`src/rtl/ddo_pkg.sv`:
```
// Shared types, constants and helper functions of the differential drive odometry block.
package ddo_pkg;

  localparam int CORDIC_STEPS_DEF = 24;

  localparam logic [19:0] SEP_RST = 20'd22282;
  localparam logic [16:0] RAD_RST = 17'd4915;
  localparam logic [23:0] TMO_RST = 24'd600000;
  localparam logic [1:0]  EN_RST  = 2'd3;

  typedef enum logic [1:0] {
    REG_SEP = 2'd0,
    REG_RAD = 2'd1,
    REG_TMO = 2'd2,
    REG_EN  = 2'd3
  } reg_idx_t;

  // Reciprocal of 15625 scaled by 2^52 and rounded up; exact for 38-bit dividends.
  localparam logic [38:0] DR_RECIP = 39'd288230376152;
  localparam logic [19:0] US_PER_S = 20'd1000000;
  localparam logic [29:0] BAM_SCALE = 30'd683565276;
  localparam logic signed [33:0] CORDIC_GAIN = 34'sd652032874;

  typedef struct packed {
    logic load;
    logic prep;
    logic setp;
    logic sums;
    logic sta;
    logic mdt0;
    logic mdt1;
    logic stb;
    logic muls;
    logic commit;
  } ddo_cmd_t;

  typedef struct packed {
    logic is_cmd;
    logic div_busy;
    logic cordic_busy;
  } ddo_stat_t;

  function automatic logic [31:0] atan_bam(input logic [4:0] i);
    logic [31:0] a;
    case (i)
      5'd0: a = 32'h20000000;
      5'd1: a = 32'h12E4051E;
      5'd2: a = 32'h09FB385B;
      5'd3: a = 32'h051111D4;
      5'd4: a = 32'h028B0D43;
      5'd5: a = 32'h0145D7E1;
      5'd6: a = 32'h00A2F61E;
      5'd7: a = 32'h00517C55;
      5'd8: a = 32'h0028BE53;
      5'd9: a = 32'h00145F2F;
      5'd10: a = 32'h000A2F98;
      5'd11: a = 32'h000517CC;
      5'd12: a = 32'h00028BE6;
      5'd13: a = 32'h000145F3;
      5'd14: a = 32'h0000A2FA;
      5'd15: a = 32'h0000517D;
      5'd16: a = 32'h000028BE;
      5'd17: a = 32'h0000145F;
      5'd18: a = 32'h00000A30;
      5'd19: a = 32'h00000518;
      5'd20: a = 32'h0000028C;
      5'd21: a = 32'h00000146;
      5'd22: a = 32'h000000A3;
      5'd23: a = 32'h00000051;
      5'd24: a = 32'h00000029;
      5'd25: a = 32'h00000014;
      5'd26: a = 32'h0000000A;
      5'd27: a = 32'h00000005;
      5'd28: a = 32'h00000003;
      5'd29: a = 32'h00000001;
      5'd30: a = 32'h00000001;
      default: a = 32'h00000000;
    endcase
    return a;
  endfunction

  function automatic logic [31:0] sat32(input logic neg, input logic [47:0] mag);
    logic [47:0] nm;
    logic [31:0] r;
    nm = -mag;
    if (!neg) begin
      r = (mag > 48'h7FFF_FFFF) ? 32'h7FFF_FFFF : mag[31:0];
    end else begin
      r = (mag > 48'h8000_0000) ? 32'h8000_0000 : nm[31:0];
    end
    return r;
  endfunction

endpackage

```
`src/rtl/ddo_ctrl.sv`:
```
// Controller state machine sequencing the odometry datapath and the output handshake.
module ddo_ctrl import ddo_pkg::*; (
  input  logic      clk,
  input  logic      rst,
  input  logic      in_valid,
  output logic      in_stall,
  output logic      out_valid,
  input  logic      out_stall,
  output ddo_cmd_t  cmd,
  input  ddo_stat_t stat
);
  typedef enum logic [10:0] {
    S_IDLE = 11'b00000000001,
    S_PREP = 11'b00000000010,
    S_SETP = 11'b00000000100,
    S_STA  = 11'b00000001000,
    S_SUMS = 11'b00000010000,
    S_MDT0 = 11'b00000100000,
    S_MDT1 = 11'b00001000000,
    S_STB  = 11'b00010000000,
    S_DIVW = 11'b00100000000,
    S_MULS = 11'b01000000000,
    S_DONE = 11'b10000000000
  } state_t;

  state_t state, state_next;

  assign in_stall = (state != S_IDLE);

  always_comb begin
    state_next = state;
    cmd = '0;
    case (state)
      S_IDLE: begin
        if (in_valid) begin
          cmd.load = 1'b1;
          state_next = S_PREP;
        end
      end
      S_PREP: begin
        cmd.prep = 1'b1;
        state_next = stat.is_cmd ? S_SETP : S_SUMS;
      end
      S_SETP: begin
        cmd.setp = 1'b1;
        state_next = S_STA;
      end
      S_STA: begin
        cmd.sta = 1'b1;
        state_next = S_DIVW;
      end
      S_SUMS: begin
        cmd.sums = 1'b1;
        state_next = S_MDT0;
      end
      S_MDT0: begin
        cmd.mdt0 = 1'b1;
        cmd.sta = 1'b1;
        state_next = S_MDT1;
      end
      S_MDT1: begin
        cmd.mdt1 = 1'b1;
        state_next = S_STB;
      end
      S_STB: begin
        cmd.stb = 1'b1;
        state_next = S_DIVW;
      end
      S_DIVW: begin
        if (!stat.div_busy && !stat.cordic_busy) begin
          state_next = stat.is_cmd ? S_DONE : S_MULS;
        end
      end
      S_MULS: begin
        cmd.muls = 1'b1;
        state_next = S_DONE;
      end
      S_DONE: begin
        if (!out_valid || !out_stall) begin
          cmd.commit = 1'b1;
          state_next = S_IDLE;
        end
      end
      default: state_next = S_IDLE;
    endcase
  end

  always_ff @(posedge clk) begin
    if (rst) begin
      state <= S_IDLE;
      out_valid <= 1'b0;
    end else begin
      state <= state_next;
      if (cmd.commit) begin
        out_valid <= 1'b1;
      end else if (!out_stall) begin
        out_valid <= 1'b0;
      end
    end
  end

endmodule

```
`config.mk`:
```
export PLATFORM = sky130hd
export DESIGN_NAME = ddo_ctrl
export DESIGN_NICKNAME = d
export VERILOG_FILES = /design/src/rtl/ddo_pkg.sv /design/src/rtl/ddo_ctrl.sv
export SDC_FILE = /design/constraint.sdc
export NUM_CORES = 1
export LEC_CHECK = 0
export BUFFER_PORTS_ARGS = -buffer_cell sky130_fd_sc_hd__buf_2
export CELL_PAD_IN_SITES_DETAIL_PLACEMENT = 1
export CELL_PAD_IN_SITES_GLOBAL_PLACEMENT = 1
export CORE_MARGIN = 5
export CORE_UTILIZATION = 35
export CTS_BUF_LIST = sky130_fd_sc_hd__clkbuf_8
export DETAILED_ROUTE_END_ITERATION = 8
export GPL_TIMING_DRIVEN = 0
export PLACE_DENSITY_LB_ADDON = 0.1
export RECOVER_POWER = 50
export SETUP_SLACK_MARGIN = 0.2
export SLEW_MARGIN = 5
export SYNTH_ARGS = -nofsm -noshare
export SYNTH_HDL_FRONTEND = slang
export SYNTH_SLANG_ARGS = --single-unit
```
`constraint.sdc`:
```
create_clock -name clk -period 1.7 [get_ports clk]
set_clock_uncertainty 0.1 [all_clocks]
set_input_delay 0.085 -clock clk [delete_from_list [all_inputs] [get_ports clk]]
set_output_delay 0.085 -clock clk [all_outputs]
set_load 0.02 [all_outputs]
```
## Word level (Yosys, flattened, before mapping)

Cells that the tools add are included.

- Register bits: 12
- Bits in latches: 0
- RAM bits: 0
- Memory bits (read-only): 0
- Output and inout bits: 12
- Word-level logic and storage cells: 47
- Memories: 0

- $add $sub $neg: 0
- $mul: 0
- Divide/modulo/power cells: 0
- Order comparisons: 0
- Eq/ne operators: 16
- Shift operators: 0
- Mux-type cells: 20
- Bitwise gates (word level): 0
- Reduce and logical (&&, ||, !) cells: 9

Operators by type and width:

| operator | count |
|---|---|
| $pmux W11 S10 | 1 |
| $mux W11 | 4 |
| $mux W1 | 14 |
| $eq A11 B1 Y1 const B | 1 |
| $eq A11 B10 Y1 const B | 1 |
| $eq A11 B11 Y1 const B | 1 |
| $eq A11 B2 Y1 const B | 1 |
| $eq A11 B3 Y1 const B | 1 |
| $eq A11 B4 Y1 const B | 1 |
| $eq A11 B5 Y1 const B | 1 |
| $eq A11 B6 Y1 const B | 1 |
| $eq A11 B7 Y1 const B | 1 |
| $eq A11 B8 Y1 const B | 1 |
| $eq A11 B9 Y1 const B | 1 |
| $ne A11 B1 Y1 const B | 1 |
| $ne A2 B2 Y1 const B | 3 |
| $mux W5 | 1 |
| $logic_not A1 Y1 | 4 |
| $reduce_or A2 Y1 | 2 |
| $reduce_and A3 Y1 | 1 |
| $ne A2 B1 Y1 const B | 1 |
| $logic_and A1 B1 Y1 | 1 |
| $logic_or A1 B1 Y1 | 1 |

## Depth between registers and ports, before layout

- Depth in word-level cells: 5
- Gate-level depth with buffers: 5
- Gate-level depth less buffers: 4

## Worst setup path before layout

No wires, ideal clock.

- Path type: register to output
- Start point: reg state[0]
- End point: out cmd[1] in the netlist's numbering
- Data arrival time: 1,823 ps
- Setup slack: -308 ps
- Stages on the path, launching flop included: 5
- Buffers on the path: 1
- Cells stage by stage: dfxtp_1 or4_4 or3_1 buf_6 nor3_1

RTL lines:

| element | RTL line | text |
|---|---|---|
| start, declared | ddo_ctrl.sv:26 | `state_t state, state_next;` |
| start signal, assigned | ddo_ctrl.sv:93 | `state <= state_next;` |
| end, declared | ddo_ctrl.sv:9 | `output ddo_cmd_t cmd,` |

==> reports/summary.txt <==
Maximum Capacitance Violations: 0
Layout area overhead: 80.8%
dominant cell type by area after synthesis: dfxtp_1
outcome: finished, violations left
Hold Worst Slack: 0.0790 ns
ranking of synthesized cells by area: dfxtp_1 (33%), nor3_1 (6.2%), nor3b_1 (5.2%), nor2_1 (4.6%), nand3_1 (3.4%)
share of the synthesized area in the top cell type: 33.0%
Post-Synthesis Cells: 91
layout cells sized above 1: 61.2%
initial DRC count: 6
DR pass1 iterations: 4
Mapped Avg Cell Area: 8.00 um^2
global-route wire length before repair: 4280 um
most common cell after layout, fill and taps aside: buf_4
H-tree depth: 1
buffer depth of the longest clock path: 2
Worst-Margin Slew: 0.605 ns
PortBufs: 18
crit path DAT: 1.92 ns
Row Count: 16
max-slew violations: 0
most frequent cells in the layout: buf_4 (13), buf_6 (12), nor2_1 (7), buf_2 (6), dfxtp_2 (6)
maximum number of pins on one net before global-route repair: 9
async set-reset flop share out of synthesis: 0%
Via density: 5.69
Final Wtd Congestion: 0.794
Top FF cell, synth: dfxtp_1
gr ovfl total: 0
post-layout min period: 2.10 ns
crit share post-route: 124%
PwrDens: 626 nW/um^2
clk_lat worst skew: 0.25 ns
number of diodes: 0
Die H: 55.6 um
Critical Path RT: 1.51 ns
CP startpoint kind: flip-flop
hold crit path type: primary input to flip-flop
RSZ-0062 raised after global routing: yes
Setup violations, final: 19
area of the die: 3090 um^2
CP Cell Sequence: or4_4 > or3_1 > buf_6 > nor3_4 > buf_6
Core Area: 1980 um^2
fmax: 475 MHz
CP endpoint kind: output pin
CTS Buf Count: 3
Pwr Total: 0.823 mW
fill cell count: 219
flop-to-flop setup slack: -0.39 ns
number of buffers and inverters on the critical path: 2
Total GRT Usage: 17.9%
I/O Pins: 19
Post-Layout Cell Count: 156
DR WL/cell: 19.9 um
Ys Warns: 0
Post-DRT Antenna Nets: 0
hpwl dp: 1640 um
Cell variety after synth: 36
EDFF count, synth: 0
sequential cell area fraction in the yosys report: 33.0%
failing checks: negative setup slack
Multi-input gate area: 634 um^2
synthesis-stage register bit count: 12
Critical Path Most Common Cell: buf_6
initial antenna violation count: 0
Mapped Area: 728 um^2
CTS tree: done
Final WS setup: -0.405 ns
Syn Nets: 98
Register Area: 259 um^2
initial core utilization: 36.7%
Slew headroom: 59.6%
Vias: 887
P_leak: 0.544 nW
crit-path max cell delay: 0.58 ns
clk sink count: 12
DRC violation count after routing: 0
maximum VDD drop: 461 uV
Layout Nets: 137
placed cells: 136
CP Max Fanout: 4
Root Buffer: clkbuf_8
Top Family by Delay on Critical Path: simple AND/OR/NAND/NOR gates
Die X: 55.6 um
vias in the first global route: 906
type of the worst setup path: flip-flop to output pin
CP max-delay cell: or4_4
final hold violations: 0
final WL: 3100 um
clk slew on worst S/H paths: 0.06 ns
TNS Setup: -4.69 ns
sequential cells by signal, indices dropped and copies added (netlist names):
register,count
state,11
out_valid,1
stage by stage:
| stage | utilization [%] | worst slack (ns) | cell area [um^2] |
|---|---|---|---|
| after floorplan | - | -0.0867 | 772 |
| after global placement | 45.2 | -0.201 | 896 |
| after detailed placement | 45.2 | -0.269 | 896 |
| after CTS | 60.7 | -0.402 | 1200 |
| after global routing | 66.4 | -0.454 | 1320 |
| final | 66.4 | -0.405 | 1320 |
worst register-to-register path, stage by stage (launching register included):
cell and delay, ns:
dfxtp_4 0.35, or4_4 0.58, or3_1 0.36, buf_6 0.14
buf_4 0.16, o21ai_4 0.14, o221a_1 0.20
cells by family (layout without fill, tap and decap cells):
kind of cell	Yosys count	count (layout)	share of synthesized area [%]
flip-flops	12	12	33.0
XOR/XNOR	2	2	2.41
AND/OR/NAND/NOR	57	57	45.2
AO/OA/AOI/OAI	15	15	14.3
buffers and inverters	5	43	5.15
cell type report:
cell class / count / share of cell area (%)
Multi-Input combinational cell: 74 / 48.2
Timing Repair Buffer: 34 / 22.0
Sequential cell: 12 / 19.7
Clock buffer: 4 / 4.18
Buffer: 3 / 2.85
Tap cell: 27 / 2.57
Inverter: 2 / 0.570
synthesized netlist by cell type (all sizes together), types with 3 or more instances:
master and n:
nor3 9, nor2 9, dfxtp 12, o21ai 6, nand3 5, nor4 3
nor3b 5, and2 3, nand2 6
layer usage:
| layer | part of all wire (%) | track usage [%] |
|---|---|---|
| met5 | 0 | 0 |
| met4 | 2.4 | 10.4 |
| met2 | 54 | 30.9 |
| met1 | 41 | 20.4 |
| met3 | 2.0 | 3.25 |
power breakdown:
| part | switching [mW] | internal [mW] |
|---|---|---|
| sequential | 0.00567 | 0.286 |
| clock | 0.129 | 0.206 |
| combinational | 0.103 | 0.0938 |
| total | 0.238 | 0.586 |
worst paths after layout:
kind,start,endpoint,cells past startpoint
worst min register to register,out_valid$_SDFFE_PP0P_,out_valid$_SDFFE_PP0P_,2
worst min-delay path,rst,state[1]$_SDFFE_PP0P_,2
worst max-delay path,state[0]$_SDFFE_PP1P_,cmd[1],5
worst max register to register,state[0]$_SDFFE_PP1P_,state[8]$_SDFFE_PP0P_,6
what timing repair did:
action	in CTS	in global routing
setup endpoints to repair	23	23
hold buffers	2	0
buffers inserted	8	6
pin swaps	16	7
gates cloned	0	0
resized for setup	39	24
endpoints found under the hold margin	2	0
No activity file was read; power rests on OpenSTA's default activity.
